$ cat src/rtl/core/q2s_pkg.sv
// Shared types, codes and constants for the two-stack queue.
package q2s_pkg;

  localparam int unsigned DepthDef = 8;
  localparam int unsigned DataW = 32;

  typedef enum logic {
    KindEnqueue = 1'b0,
    KindDequeue = 1'b1
  } kind_e;

  typedef enum logic [1:0] {
    StOk        = 2'd0,
    StOverflow  = 2'd1,
    StUnderflow = 2'd2
  } status_e;

  typedef struct packed {
    logic                    kind;
    logic signed [DataW-1:0] value;
  } in_word_t;

  typedef struct packed {
    logic [1:0]              status;
    logic signed [DataW-1:0] result_value;
  } out_word_t;

  // Address width of a store with the given number of entries.
  function automatic int unsigned addr_w(input int unsigned depth);
    return (depth > 1) ? $clog2(depth) : 1;
  endfunction

  // Width of a count that runs from zero up to the given depth.
  function automatic int unsigned cnt_w(input int unsigned depth);
    return $clog2(depth + 1);
  endfunction

endpackage

$ cat src/rtl/core/q2s_ram.sv
// Generic single-write, single-read RAM with a registered read port.
module q2s_ram #(
  parameter int unsigned WIDTH = q2s_pkg::DataW,
  parameter int unsigned DEPTH = q2s_pkg::DepthDef
) (
  input  logic                                clk_i,
  input  logic                                we_i,
  input  logic [q2s_pkg::addr_w(DEPTH)-1:0]   waddr_i,
  input  logic [WIDTH-1:0]                    wdata_i,
  input  logic                                re_i,
  input  logic [q2s_pkg::addr_w(DEPTH)-1:0]   raddr_i,
  output logic [WIDTH-1:0]                    rdata_o
);

  logic [WIDTH-1:0] mem_q [DEPTH];
  logic [WIDTH-1:0] rdata_q;

  always_ff @(posedge clk_i) begin
    if (we_i) begin
      mem_q[waddr_i] <= wdata_i;
    end
    if (re_i) begin
      rdata_q <= mem_q[raddr_i];
    end
  end

  assign rdata_o = rdata_q;

endmodule

$ cat src/rtl/core/queue_from_two_stacks_core.sv
// Top level: FIFO queue kept in an insertion stack and a deletion stack in two RAMs.
// An accepted word reaches the output register through StDone for an enqueue or an underflow,
// through StPop, StPopWait and StDone for a dequeue from a non-empty deletion stack, and first
// through StXfer for one that refills it, moving the insertion-stack fill one entry per cycle
// through the RAM read port. The next word is taken once back in StIdle, later while the
// output word is stalled. Reset empties both stacks at once; RAM contents are kept.
module queue_from_two_stacks_core #(
  parameter int unsigned DEPTH = q2s_pkg::DepthDef
) (
  input  logic               clk_i,
  input  logic               rst_ni,
  input  logic               in_valid_i,
  output logic               in_stall_o,
  input  q2s_pkg::in_word_t  in_word_i,
  output logic               out_valid_o,
  input  logic               out_stall_i,
  output q2s_pkg::out_word_t out_word_o
);

  localparam int unsigned AW = q2s_pkg::addr_w(DEPTH);
  localparam int unsigned CntW = q2s_pkg::cnt_w(DEPTH);

  typedef enum logic [2:0] {
    StIdle,
    StXfer,
    StPop,
    StPopWait,
    StDone
  } state_e;

  state_e             state_q, state_d;
  logic [CntW-1:0]    ins_cnt_q, ins_cnt_d;
  logic [CntW-1:0]    del_cnt_q, del_cnt_d;
  logic               pend_q, pend_d;
  q2s_pkg::out_word_t res_q, res_d;
  logic               out_valid_q, out_valid_d;
  q2s_pkg::out_word_t out_word_q, out_word_d;

  logic [CntW-1:0]    ins_top, del_top;

  logic                       ins_we, ins_re;
  logic [AW-1:0]              ins_waddr, ins_raddr;
  logic [q2s_pkg::DataW-1:0]  ins_rdata;
  logic                       del_we, del_re;
  logic [AW-1:0]              del_waddr, del_raddr;
  logic [q2s_pkg::DataW-1:0]  del_wdata, del_rdata;

  assign ins_top = ins_cnt_q - CntW'(1);
  assign del_top = del_cnt_q - CntW'(1);

  q2s_ram #(
    .WIDTH(q2s_pkg::DataW),
    .DEPTH(DEPTH)
  ) u_ins_ram (
    .clk_i  (clk_i),
    .we_i   (ins_we),
    .waddr_i(ins_waddr),
    .wdata_i(in_word_i.value),
    .re_i   (ins_re),
    .raddr_i(ins_raddr),
    .rdata_o(ins_rdata)
  );

  q2s_ram #(
    .WIDTH(q2s_pkg::DataW),
    .DEPTH(DEPTH)
  ) u_del_ram (
    .clk_i  (clk_i),
    .we_i   (del_we),
    .waddr_i(del_waddr),
    .wdata_i(del_wdata),
    .re_i   (del_re),
    .raddr_i(del_raddr),
    .rdata_o(del_rdata)
  );

  always_comb begin
    state_d     = state_q;
    ins_cnt_d   = ins_cnt_q;
    del_cnt_d   = del_cnt_q;
    pend_d      = pend_q;
    res_d       = res_q;
    out_valid_d = out_valid_q;
    out_word_d  = out_word_q;
    ins_we      = 1'b0;
    ins_waddr   = ins_cnt_q[AW-1:0];
    ins_re      = 1'b0;
    ins_raddr   = ins_top[AW-1:0];
    del_we      = 1'b0;
    del_waddr   = del_cnt_q[AW-1:0];
    del_wdata   = ins_rdata;
    del_re      = 1'b0;
    del_raddr   = del_top[AW-1:0];

    if (out_valid_q && !out_stall_i) begin
      out_valid_d = 1'b0;
    end

    case (state_q)
      StIdle: begin
        if (in_valid_i) begin
          res_d.status       = q2s_pkg::StOk;
          res_d.result_value = '0;
          state_d            = StDone;
          if (in_word_i.kind == q2s_pkg::KindEnqueue) begin
            if (ins_cnt_q == CntW'(DEPTH)) begin
              res_d.status = q2s_pkg::StOverflow;
            end else begin
              ins_we    = 1'b1;
              ins_cnt_d = ins_cnt_q + CntW'(1);
            end
          end else if (ins_cnt_q == '0 && del_cnt_q == '0) begin
            res_d.status = q2s_pkg::StUnderflow;
          end else if (del_cnt_q == '0) begin
            pend_d  = 1'b0;
            state_d = StXfer;
          end else begin
            state_d = StPop;
          end
        end
      end
      StXfer: begin
        // Reads of the insertion stack are pipelined with writes of the
        // word read in the previous cycle onto the deletion stack.
        if (pend_q) begin
          del_we    = 1'b1;
          del_cnt_d = del_cnt_q + CntW'(1);
        end
        if (ins_cnt_q != '0) begin
          ins_re    = 1'b1;
          ins_cnt_d = ins_top;
          pend_d    = 1'b1;
        end else begin
          pend_d  = 1'b0;
          state_d = StPop;
        end
      end
      StPop: begin
        del_re    = 1'b1;
        del_cnt_d = del_top;
        state_d   = StPopWait;
      end
      StPopWait: begin
        res_d.status       = q2s_pkg::StOk;
        res_d.result_value = del_rdata;
        state_d            = StDone;
      end
      StDone: begin
        if (!out_valid_q || !out_stall_i) begin
          out_valid_d = 1'b1;
          out_word_d  = res_q;
          state_d     = StIdle;
        end
      end
      default: begin
        state_d = StIdle;
      end
    endcase
  end

  always_ff @(posedge clk_i or negedge rst_ni) begin
    if (!rst_ni) begin
      state_q     <= StIdle;
      ins_cnt_q   <= '0;
      del_cnt_q   <= '0;
      pend_q      <= 1'b0;
      res_q       <= '0;
      out_valid_q <= 1'b0;
      out_word_q  <= '0;
    end else begin
      state_q     <= state_d;
      ins_cnt_q   <= ins_cnt_d;
      del_cnt_q   <= del_cnt_d;
      pend_q      <= pend_d;
      res_q       <= res_d;
      out_valid_q <= out_valid_d;
      out_word_q  <= out_word_d;
    end
  end

  assign in_stall_o  = (state_q != StIdle);
  assign out_valid_o = out_valid_q;
  assign out_word_o  = out_word_q;

  logic [CntW:0] fill_sum;
  assign fill_sum = {1'b0, ins_cnt_q} + {1'b0, del_cnt_q} + {{CntW{1'b0}}, pend_q};

  a_ins_cnt_range: assert property (@(posedge clk_i) disable iff (!rst_ni)
    ins_cnt_q <= CntW'(DEPTH))
    else $error("insertion count exceeds depth");

  a_del_cnt_range: assert property (@(posedge clk_i) disable iff (!rst_ni)
    del_cnt_q <= CntW'(DEPTH))
    else $error("deletion count exceeds depth");

  a_pop_nonempty: assert property (@(posedge clk_i) disable iff (!rst_ni)
    state_q == StPop |-> del_cnt_q != '0)
    else $error("pop from an empty deletion stack");

  a_xfer_conserves: assert property (@(posedge clk_i) disable iff (!rst_ni)
    (state_q == StXfer && $past(state_q) == StXfer) |-> fill_sum == $past(fill_sum))
    else $error("transfer lost or duplicated an entry");

  a_xfer_entry_empty: assert property (@(posedge clk_i) disable iff (!rst_ni)
    (state_q == StIdle && in_valid_i && state_d == StXfer) |=> del_cnt_q == '0 && !pend_q)
    else $error("transfer started with a non-empty deletion stack");

endmodule
$ cat config.mk
export PLATFORM = sky130hd
export DESIGN_NAME = queue_from_two_stacks_core
export DESIGN_NICKNAME = d
export VERILOG_FILES = /design/src/rtl/core/q2s_pkg.sv /design/src/rtl/core/q2s_ram.sv /design/src/rtl/core/queue_from_two_stacks_core.sv
export SDC_FILE = /design/constraint.sdc
export NUM_CORES = 1
export LEC_CHECK = 0
export BUFFER_PORTS_ARGS = -buffer_cell sky130_fd_sc_hd__buf_4
export CAP_MARGIN = 5
export CORE_ASPECT_RATIO = 1.1
export CORE_MARGIN = 3
export CORE_UTILIZATION = 55
export DETAILED_ROUTE_END_ITERATION = 10
export GPL_ROUTABILITY_DRIVEN = 0
export PLACE_DENSITY = 0.71
export SETUP_SLACK_MARGIN = 0.02
export SLEW_MARGIN = 15
export SYNTH_ARGS = -nofsm -noshare
export SYNTH_HDL_FRONTEND = slang
export SYNTH_SLANG_ARGS = --single-unit
$ cat constraint.sdc
create_clock -name clk_i -period 5 [get_ports clk_i]
set_clock_uncertainty 0.15 [all_clocks]
set_input_delay 1 -clock clk_i [delete_from_list [all_inputs] [get_ports clk_i]]
set_output_delay 1 -clock clk_i [all_outputs]
set_load 0.005 [all_outputs]
### Word level (Yosys, flattened, before mapping)

Memory sizes are Yosys's and may differ from the RTL's. A register that Yosys moved wholly into a read port is not among the register bits.
Cells that the tools add are included.

| storage, ports and cells | value |
|---|---|
| register bits after elaboration | 81 |
| RAM bits | 512 |
| output and inout bits | 36 |
| memories | 2 |

Memory list:

| name | words | bits a word | read ports | clocked after memory_dff | write ports | RTL line | RTL |
|---|---|---|---|---|---|---|---|
| u_del_ram.mem_q | 8 | 32 | 1 | 1 | 1 | q2s_ram.sv:15 | `logic [WIDTH-1:0] mem_q [DEPTH];` |
| u_ins_ram.mem_q | 8 | 32 | 1 | 1 | 1 | q2s_ram.sv:15 |  |

| operators by class | value |
|---|---|
| add/subtract/negate cells | 4 |
| equal/unequal tests | 15 |
| mux-type cells | 40 |
| reductions and logical operators | 19 |

Operator list:

| kind | number |
|---|---|
| case mux 34 bit (2 select lines) | 1 |
| 2-to-1 mux 34 bit | 1 |
| 2-to-1 mux 1 bit | 21 |
| 2-to-1 mux 4 bit | 5 |
| inequality test 2 bit (second input constant) | 10 |
| case mux 4 bit (2 select lines) | 2 |
| 2-to-1 mux 3 bit | 5 |
| case mux 3 bit (5 select lines) | 1 |
| AND reduction 5 bit | 2 |
| adder 4 x 1 -> 4 bit (second input constant) | 2 |
| logical NOT 4 bit | 2 |
| subtractor 4 x 1 -> 4 bit (second input constant) | 2 |
| equality test 3 x 2 -> 1 bit (second input constant) | 2 |
| 2-to-1 mux 2 bit | 3 |
| AND reduction 2 bit | 3 |
| nonzero test 2 bit | 3 |
| equality test 4 bit (second input constant) | 1 |
| nonzero test 4 bit | 1 |
| equality test 3 x 1 -> 1 bit (second input constant) | 1 |
| equality test 3 bit (second input constant) | 1 |
| logical NOT 3 bit | 1 |
| AND reduction 3 bit | 1 |
| nonzero test 3 bit | 1 |
| logical AND 1 bit | 2 |
| 3 further kinds | 4 |

### Longest topological paths before layout

Gate-level depths: netlist (run 1).

| logic depth | value |
|---|---|
| word-level depth | 7 |
| mapped depth | 9 |

### By module

A second synthesis (run 1) with hierarchy kept.

| second synthesis, totals | value |
|---|---|
| cells, all modules | 1,085 |
| area, all modules | 25,015.2 um^2 |

By module, submodules not included:

| module | times used | cells each | area an instance (um^2) |
|---|---|---|---|
| q2s_ram | 2 | 415 | 10,786.6 |
| queue_from_two_stacks_core | 1 | 255 | 3,442.1 |

### Least setup slack after synthesis (run 1)

Ideal clock, no wire load.

| timing | value |
|---|---|
| path kind | input to register |
| start point | input in_valid_i |
| end point | memory u_ins_ram.mem_q[1][0] (netlist bit) (enable) |
| library setup time | 0.468 ns |
| arrival time | 3.974 ns |
| data required time | 4.382 ns |
| setup slack | 0.408 ns |
| stages on the path | 5 |
| buffers on the path | 1 |
| cell sequence | nor2b_1 and2_1 buf_4 nand2_1 nor3b_1 |

| between the ends | value |
|---|---|
| word-level cells in the longest chain between the ends | 4 |

Ends and longest elaborated chain:

| what | RTL line | RTL |
|---|---|---|
| from (decl) | queue_from_two_stacks_core.sv:12 | `input logic in_valid_i,` |
| 2-to-1 mux 1 bit | queue_from_two_stacks_core.sv:101 | `if (in_valid_i) begin` |
| 2-to-1 mux 1 bit | queue_from_two_stacks_core.sv:99 | `case (state_q)` |
| 2-to-1 mux 1 bit | q2s_ram.sv:19 | `if (we_i) begin` |
| 2-to-1 mux 1 bit (implied by the code) | q2s_ram.sv:20 | `mem_q[waddr_i] <= wdata_i;` |
| to (decl) | q2s_ram.sv:15 |  |

No other way between the ends.

### Worst setup path after layout (run 1)

| timing | value |
|---|---|
| start point | register del_cnt_q[0] |
| end point | register u_del_ram.rdata_q[10], in the netlist u_del_ram.rdata_o[10] (read register of u_del_ram.mem_q) (data pin) |

| between the ends | value |
|---|---|
| word-level cells in the longest chain between the ends | 1 |

Ends and longest elaborated chain:

| what | RTL line | RTL |
|---|---|---|
| from (decl) | queue_from_two_stacks_core.sv:33 | `logic [CntW-1:0] del_cnt_q, del_cnt_d;` |
| from (signal assigned) | queue_from_two_stacks_core.sv:173 | `del_cnt_q <= del_cnt_d;` |
| subtractor 4 x 1 -> 4 bit | queue_from_two_stacks_core.sv:49 | `assign del_top = del_cnt_q - CntW'(1);` |
| to (decl) | q2s_ram.sv:16 | `logic [WIDTH-1:0] rdata_q;` |

No other way between the ends.
A chain may end at the register's enable or synchronous reset.

==> flow_metrics.tcl, run 1 <==
set metrics [dict create \
    status "complete, no violations" \
    yosys.area.top_type_share 0.703 \
    grt.busiest_layer "met2" \
    port_buffers 72 \
    areaGrowthSynthToFinish_pct 12.8 \
    slowest_stage "ha_2" \
    cts_tree "yes" \
    core_area_um2 43800 \
    layout.nets 1239 \
    met3_usage 0.0297 \
    hpwlAfterDp_um 24700 \
    ys_seq_elements 657 \
    die_h_um 228 \
    postCtsSetupBuffers 0 \
    grt_overflow 0 \
    syn_area_um2 24600 \
    min_path_type "input pin to asynchronous set/reset pin" \
    yosys_warnings 0 \
    hold_viol_final 0 \
    yosys.area.top_type "edfxtp_1" \
    synth_most_common_cell "edfxtp_1" \
    rows 80 \
    met2_usage 0.300 \
    drv_slew 0 \
    vdd_ir_drop_max_v 0.000343 \
    postSynthAreaPerCell_um2 22.6 \
    antenna_found_initial 1 \
    synth_cell_types 44 \
    io_pins 73 \
    critPathArrivalTime_ps 3540 \
    chipWidth_um 208 \
    antenna_cells 0 \
    tightest_slew_ps 1110 \
    insertion_delay_ps 600 \
    instances_no_fill 1817 \
    critPathMaxFanout 38 \
    rsz0062_at_grt "no" \
    wl_um 42500 \
    die_area_um2 47300 \
    grt_max_degree 50 \
    fin_crit_ps 3340 \
    ys_seq_area_frac 0.785 \
    cts_buffers 61 \
    grt_pass1_vias 11200 \
    drive_gt1_frac 0.352 \
    fillerInstances 2947 \
    max_cap_viol_count 0 \
    slowest_delay_ps 1000 \
    cts_resized 0 \
    synth_area_leaders "edfxtp_1 (70%), mux4_2 (12%), dfrtp_1 (8.2%)" \
    synth_ff_type "edfxtp_1" \
    ant_nets 0 \
    syn_nets 1129 \
    required_ps 5200 \
    vias 10700 \
    syn_inst 1088 \
    cts_root_buffer "clkbuf_16" \
    design_area_um2 27800 \
    cp-end-kind "flip-flop" \
    grt_pass1_wl_um 67200 \
    crit_type "flip-flop to flip-flop" \
    synth_edf_count 576 \
    finalCritPeriodShare 0.667 \
    p_leak_nw 9.36 \
    async_flop_share 0.123 \
    fmax_mhz 300 \
    drtIter0Drc 747 \
    finalSetupTns_ps 0 \
    cts.sinks 657 \
    placedCellCount 1709 \
    route.detailed.drc 0 \
    clock_path_buffers 3 \
    cp-start-kind "flip-flop" \
    cts_hold_buf 0 \
    timing.hold.ws_ps 266 \
    initial_utilization 0.561 \
    vias_per_cell 5.89 \
    power.density_nw_per_um2 608 \
    finalSetupViolCount 0 \
    crit_path_cell_trace "inv_1 > ha_2 > buf_4 > mux4_2 > mux2_2" \
    wl_per_cell_um 23.4 \
    met1_usage 0.264 \
    fin_util 0.633 \
    cts.htree.levels 2 \
    grt_usage 0.184 \
    slew_headroom 0.259 \
    ys_top_cells_by_count "edfxtp_1 (576), mux4_2 (128), mux2_2 (99)" \
    path_clk_slew_ps 60 \
    dr.pass1.iters 4 \
    placed_area_um2 25900 \
]
[placed cells by master (no fill, tap or decap), types with 3 or more instances in the layout]
cell / instances
a21oi_1: 5
a22o_1: 32
a31oi_1: 3
buf_4: 103
clkbuf_1: 17
clkbuf_16: 62
clkbuf_8: 3
clkinv_1: 14
clkinv_2: 8
dfrtp_1: 79
edfxtp_1: 576
inv_1: 7
mux2_2: 99
mux4_2: 128
nand2_1: 21
nand3_1: 3
nor2_1: 5
nor2_2: 6
nor2_4: 4
nor3_1: 3
nor3_2: 6
nor3b_1: 6
o21ai_0: 3
o22ai_1: 3
xnor2_1: 3
[layer usage]
layer  up-vias  share of wire
li1       4721              -
met4         2          0.021
met1      5676           0.44
met5         -        0.00024
met3        74          0.045
met2       231           0.50
[cell type report]
cell class	instances	area [um2]	area share
Timing Repair Buffer	103	773	0.0279
Inverter	8	30.0	0.00108
Multi-Input combinational cell	367	5070	0.183
Sequential cell	657	19300	0.696
Clock inverter	26	176	0.00636
Tap cell	574	718	0.0259
Clock buffer	82	1660	0.0597
[worst max-delay path, delay by kind of cell (launching register included)]
kind	cells	cell delay, ps
adder cells (fa/ha/maj)	1	1000
flip-flops	1	730
buffers and inverters	2	570
multiplexers	2	620
[cell families (layout without fill, tap and decap cells)]
kind of cell    after synthesis  after routing  share of synthesized area
compound gates               60             60                     0.0198
fa+ha+maj                     4              4                    0.00203
simple gates                 69             69                     0.0140
xor+xnor                      6              6                    0.00214
flops                       657            657                      0.785
buf+inv                      64            219                     0.0142
mux                         228            228                      0.163
[metrics by stage]
stage / power, mW / setup slack (ps)
detailed placement: 12.8 / 1430
floorplan: 11.5 / 408
finish: 16.9 / 1660
global placement: 12.7 / 1470
global route: 17.7 / 1430
CTS: 17.1 / 1590
[state kept, by name, indices dropped and copies added (netlist names)]
name / cells
pend_q: 1
state_q: 3
ins_cnt_q: 4
u_del_ram.rdata_o: 32
del_cnt_q: 4
u_ins_ram.mem_q: 256
out_word_o: 34
u_del_ram.mem_q: 256
res_q: 34
out_valid_o: 1
u_ins_ram.rdata_o: 32
[worst paths after layout]
| kind | startpoint | slack [ps] | cells past startpoint | end |
|---|---|---|---|---|
| setup reg to reg | del_cnt_q[0]$_DFFE_PN0P_ | 1660 | 5 | u_del_ram.rdata_o[10]$_DFFE_PP_ |
| setup / recovery | del_cnt_q[0]$_DFFE_PN0P_ | 1660 | 5 | u_del_ram.rdata_o[10]$_DFFE_PP_ |
| max in group asynchronous | rst_ni | 3550 | 2 | out_word_o[7]$_DFFE_PN0P_ |
| hold / removal | rst_ni | 270 | 1 | del_cnt_q[0]$_DFFE_PN0P_ |
| hold reg to reg | u_del_ram.rdata_o[22]$_DFFE_PP_ | 310 | 1 | res_q[22]$_DFFE_PN0P_ |
| min in group clk_i | u_del_ram.rdata_o[22]$_DFFE_PP_ | 310 | 1 | res_q[22]$_DFFE_PN0P_ |
[where the power goes]
group          switching, mW  internal (mW)  leakage, nW
Combinational           2.13           2.43         2.18
Clock                   1.84           2.40        0.894
Sequential             0.745           7.34         6.28
(Power assumes the default switching activity.)
==> inputs of run 2 (changes only) <==
==> constraint.sdc (replaced) <==
create_clock -name clk_i -period 3.45 [get_ports clk_i]
set_clock_uncertainty 0.15 [all_clocks]
set_input_delay 0.69 -clock clk_i [delete_from_list [all_inputs] [get_ports clk_i]]
set_output_delay 0.69 -clock clk_i [all_outputs]
set_load 0.005 [all_outputs]
==> run 2 against run 1 <==
Critical path depth stayed put. Cell area is 0.96% higher. Clock power is 46% higher. Critical endpoint is now u_ins_ram.rdata_o[9]$_DFFE_PP_.
==> flow_metrics.tcl, run 2 (synthesis gave the netlist of run 1 again) <==
set metrics [dict create \
    status "complete, no violations" \
    seq_power_share 0.466 \
    core_area_um2 43800 \
    io_pins 73 \
    grt_max_degree 74 \
    placedCellCount 1712 \
    slew_headroom 0.478 \
    power_switching_mw 7.02 \
    slowest_delay_ps 740 \
    cts.htree.levels 2 \
    finalSetupTns_ps 0 \
    drtIter0Drc 625 \
    vdd_ir_drop_max_v 0.000769 \
    insertion_delay_ps 620 \
    timing.hold.ws_ps 163 \
    path_clk_slew_ps 60 \
    design_area_um2 28000 \
    pwr-share-clk 0.251 \
    antenna_cells 0 \
    route.detailed.drc 0 \
    rows 80 \
    slowest_stage "dfrtp_1" \
    cts_resized 0 \
    layout_commonest_cell "edfxtp_1" \
    grt_pass1_wl_um 67100 \
    antenna_found_initial 0 \
    p_total_mw 24.7 \
    power_frac_comb 0.284 \
    cts_tree "yes" \
    dr.pass1.iters 4 \
    p_leak_nw 9.47 \
    cts_buffers 61 \
    wl_um 42300 \
    grt_pass1_vias 11300 \
    fmax_mhz 361 \
    layout_common_cells "edfxtp_1 (576), mux4_2 (128), mux2_2 (99)" \
    ant_nets 0 \
    port_buffers 72 \
    vias_per_cell 5.88 \
    initial_utilization 0.561 \
    die_h_um 228 \
    critPathArrivalTime_ps 2980 \
    cts.sinks 657 \
    cts_root_buffer "clkbuf_16" \
    placed_area_um2 26200 \
    clock_path_buffers 3 \
    fin_crit_ps 2770 \
    finalCritPeriodShare 0.802 \
    intPower_mw 17.7 \
    vias 10700 \
    tightest_slew_ps 782 \
    crit_path_cell_trace "inv_1 > ha_2 > buf_12 > mux4_2 > mux2_2" \
    wl_per_cell_um 23.2 \
    fin_util 0.639 \
    instances_no_fill 1827 \
    cp-end-kind "flip-flop" \
    max_cap_viol_count 0 \
    drive_gt1_frac 0.356 \
    setup_slack_ps 682 \
    power.density_nw_per_um2 882 \
    rsz0062_at_grt "no" \
    grt_overflow 0 \
    min_path_type "input pin to flip-flop" \
    layout.nets 1243 \
    die_area_um2 47300 \
    pre_cts_slack_ps 552 \
    hold_viol_final 0 \
    required_ps 3660 \
    hpwlAfterDp_um 22900 \
    areaGrowthSynthToFinish_pct 13.9 \
    crit_type "flip-flop to flip-flop" \
    switching_share 0.284 \
    top_regs "u_del_ram.mem_q (256), u_ins_ram.mem_q (256)" \
    finalSetupViolCount 0 \
    cp-start-kind "flip-flop" \
    grt_usage 0.183 \
    chipWidth_um 208 \
    postCtsSetupBuffers 0 \
    cts_hold_buf 1 \
    critPathMaxFanout 67 \
    drv_slew 0 \
]
==> run 2: cell count changes in the layout (fill, tap and decap cells not counted), moves of 2 or more <==
| cell | change |
|---|---|
| clkinv_1 | +5 |
| nor3_2 | -6 |
| nor3b_2 | -2 |
| nor2_2 | -5 |
| nor2_4 | +5 |
| clkbuf_1 | -6 |
| clkinv_2 | +8 |
| nor3b_4 | +2 |
| buf_4 | -8 |
| nor3_4 | +6 |
| clkbuf_8 | -3 |
| buf_12 | +11 |
==> run 2: path summary, 6_finish.rpt <==
path,cells after the start,endpoint,slack [ps],from
worst max-delay path,5,u_ins_ram.rdata_o[9]$_DFFE_PP_,680,ins_cnt_q[1]$_DFFE_PN0P_
worst min-delay path,1,u_ins_ram.mem_q[2][10]$_DFFE_PP_,160,in_word_i[10]
worst max register to register,5,u_ins_ram.rdata_o[9]$_DFFE_PP_,680,ins_cnt_q[1]$_DFFE_PN0P_
worst min register to register,1,res_q[23]$_DFFE_PN0P_,310,u_del_ram.rdata_o[23]$_DFFE_PP_
max in group asynchronous,3,out_word_o[6]$_DFFE_PN0P_,1920,rst_ni
min in group asynchronous,2,out_word_o[33]$_DFFE_PN0P_,510,rst_ni
==> run 2: layer usage <==
layer / part of all wire / global-route usage
met5: 0 / 0
met4: 0.017 / 0.0474
met3: 0.056 / 0.0374
met2: 0.51 / 0.306
met1: 0.42 / 0.252
==> run 2: layout make-up <==
class | count | area [um2]
inverters | 8 | 30.0
clock inverters | 42 | 290
clock buffers | 72 | 1570
multi-input cells | 367 | 5140
repair buffers | 107 | 943
flip-flops and latches | 657 | 19300
well taps | 574 | 718
fillers | 2901 | 15800
==> run 2: critical path: cells and delay by family (launching register included) <==
family | cells | cell delay, ps
flip-flops | 1 | 740
multiplexers | 2 | 680
buffers and inverters | 2 | 480
adder cells (fa/ha/maj) | 1 | 380
==> run 2: power groups by stage <==
stage	sequential (mW)	combinational, mW	clock [mW]
6_report	11.5	7.01	6.20
5_1_grt	11.7	7.62	6.67
4_1_cts	11.5	7.17	6.37
3_5_place_dp	11.7	7.10	0
3_3_place_gp	11.6	7.02	0
2_1_floorplan	11.2	5.41	0
==> inputs of run 3 (changes only) <==
--- a/config.mk
+++ b/config.mk
@@ -12,7 +12,7 @@
 export CORE_UTILIZATION = 55
 export DETAILED_ROUTE_END_ITERATION = 10
 export GPL_ROUTABILITY_DRIVEN = 0
-export PLACE_DENSITY = 0.71
+export PLACE_DENSITY = 0.74
 export SETUP_SLACK_MARGIN = 0.02
 export SLEW_MARGIN = 15
 export SYNTH_ARGS = -nofsm -noshare
==> constraint.sdc (replaced) <==
create_clock -name clk_i -period 2.5 [get_ports clk_i]
set_clock_uncertainty 0.15 [all_clocks]
set_input_delay 0.5 -clock clk_i [delete_from_list [all_inputs] [get_ports clk_i]]
set_output_delay 0.5 -clock clk_i [all_outputs]
set_load 0.005 [all_outputs]
==> run 3 against run 2 <==
Global-route usage is 1.2 points higher. Largest power group unchanged. Worst hold slack worse by 120 ps. Sequential share of layout area is 1.8 points lower. Core utilization is 1.7 points higher. Register-to-register slack worse by 480 ps. Sequential cell count stayed put. Clock-buffer cell count is 13 higher. Sequential power is 38% higher. Setup slack worse by 540 ps. Critical path depth is 1 lower.
==> flow_metrics.tcl, run 3 (synthesis gave the netlist of run 1 again) <==
set metrics [dict create \
    crit_path_cell_trace "nor3_2 > buf_4 > inv_1 > buf_4" \
    cp-end-kind "output pin" \
    hold_viol_final 0 \
    cts.htree.levels 2 \
    wl_um 44700 \
    grt_overflow 0 \
    insertion_delay_ps 630 \
    design_area_um2 28800 \
    chipWidth_um 208 \
    layout_commonest_cell "edfxtp_1" \
    rows 80 \
    status "complete, no violations" \
    antenna_found_initial 2 \
    power.density_nw_per_um2 1220 \
    tightest_slew_ps 610 \
    die_h_um 228 \
    setup_slack_ps 145 \
    critPathArrivalTime_ps 1700 \
    vdd_ir_drop_max_v 0.000748 \
    fin_util 0.656 \
    slew_headroom 0.593 \
    cts.sinks 657 \
    cts_root_buffer "clkbuf_16" \
    placedCellCount 1729 \
    vias_per_cell 5.80 \
    p_total_mw 35.1 \
    rsz0062_at_grt "no" \
    cts_buffers 60 \
    required_ps 1850 \
    min_path_type "input pin to flip-flop" \
    dr.pass1.iters 5 \
    path_clk_slew_ps 60 \
    fin_crit_ps 2350 \
    layout.nets 1292 \
    finalCritPeriodShare 0.942 \
    slowest_delay_ps 490 \
    clock_path_buffers 3 \
    instances_no_fill 1876 \
    cts_tree "yes" \
    wl_per_cell_um 23.8 \
    slowest_stage "dfrtp_1" \
    io_pins 73 \
    crit_type "flip-flop to output pin" \
    core_area_um2 43800 \
    path_buf_inv 3 \
    hpwlAfterDp_um 25300 \
    cp-start-kind "flip-flop" \
    finalSetupTns_ps 0 \
    grt_usage 0.195 \
    timing.hold.ws_ps 41.3 \
    port_buffers 72 \
    p_leak_nw 9.78 \
    postCtsSetupBuffers 0 \
    grt_max_degree 49 \
    grt_pass1_wl_um 71000 \
    fmax_mhz 425 \
    drv_slew 0 \
    route.detailed.drc 0 \
    finalSetupViolCount 0 \
    drive_gt1_frac 0.362 \
    critPathMaxFanout 11 \
    die_area_um2 47300 \
    pre_cts_slack_ps 143 \
    top_regs "u_del_ram.mem_q (256), u_ins_ram.mem_q (256)" \
    areaGrowthSynthToFinish_pct 16.9 \
    timing.critical_path.mode_cell "buf_4" \
    initial_utilization 0.561 \
    ant_nets 0 \
    placed_area_um2 26600 \
    drtIter0Drc 827 \
    vias 10900 \
    max_cap_viol_count 0 \
    cp_top_family "flip-flops" \
    grt_pass1_vias 11800 \
    layout_common_cells "edfxtp_1 (576), mux4_2 (128), mux2_2 (99)" \
]
==> run 3: path summary, 6_finish.rpt <==
path	startpoint	to	slack (ps)	cells after the start
max reg2reg	state_q[0]$_DFFE_PN0P_	u_del_ram.mem_q[4][11]$_DFFE_PP_	200	4
min	out_stall_i	out_valid_o$_DFF_PN0_	40	3
min reg2reg	u_del_ram.rdata_o[21]$_DFFE_PP_	res_q[21]$_DFFE_PN0P_	310	1
max in group asynchronous	rst_ni	out_word_o[10]$_DFFE_PN0P_	1340	3
min in group asynchronous	rst_ni	res_q[28]$_DFFE_PN0P_	230	2
max	state_q[0]$_DFFE_PN0P_	in_stall_o	150	4
==> run 3: cell type report <==
type                            count  area [um2]
Antenna cell                        2        5.00
Inverter                            8        32.5
Fill cell                        2777       15100
Multi-Input combinational cell    367        5180
Sequential cell                   657       19300
Clock inverter                     26         226
Clock buffer                       85        1650
Tap cell                          574         718
Timing Repair Buffer              157        1640
==> run 3: timing repair <==
item,in CTS,in global routing
gates resized for setup,0,0
hold buffers,34,0
endpoints found under the hold margin,290,0
==> run 3: per-layer routing <==
| metal | track usage | vias up | share of wire |
|---|---|---|---|
| met5 | 0 | - | 0 |
| met4 | 0.0523 | 0 | 0.022 |
| met3 | 0.0370 | 83 | 0.053 |
| met2 | 0.337 | 286 | 0.52 |
| met1 | 0.261 | 5689 | 0.40 |
| li1 | - | 4832 | - |
==> run 3: where the power goes <==
group / switching [mW] / internal, mW / total, mW
Clock: 3.77 / 4.89 / 8.66
Sequential: 1.20 / 14.7 / 15.9
Combinational: 4.96 / 5.60 / 10.6
==> run 3: tightest hold or removal path, delay by kind of cell <==
| family | cells | cell delay [ps] |
|---|---|---|
| simple gates | 2 | 200 |
| buf+inv | 1 | 80 |
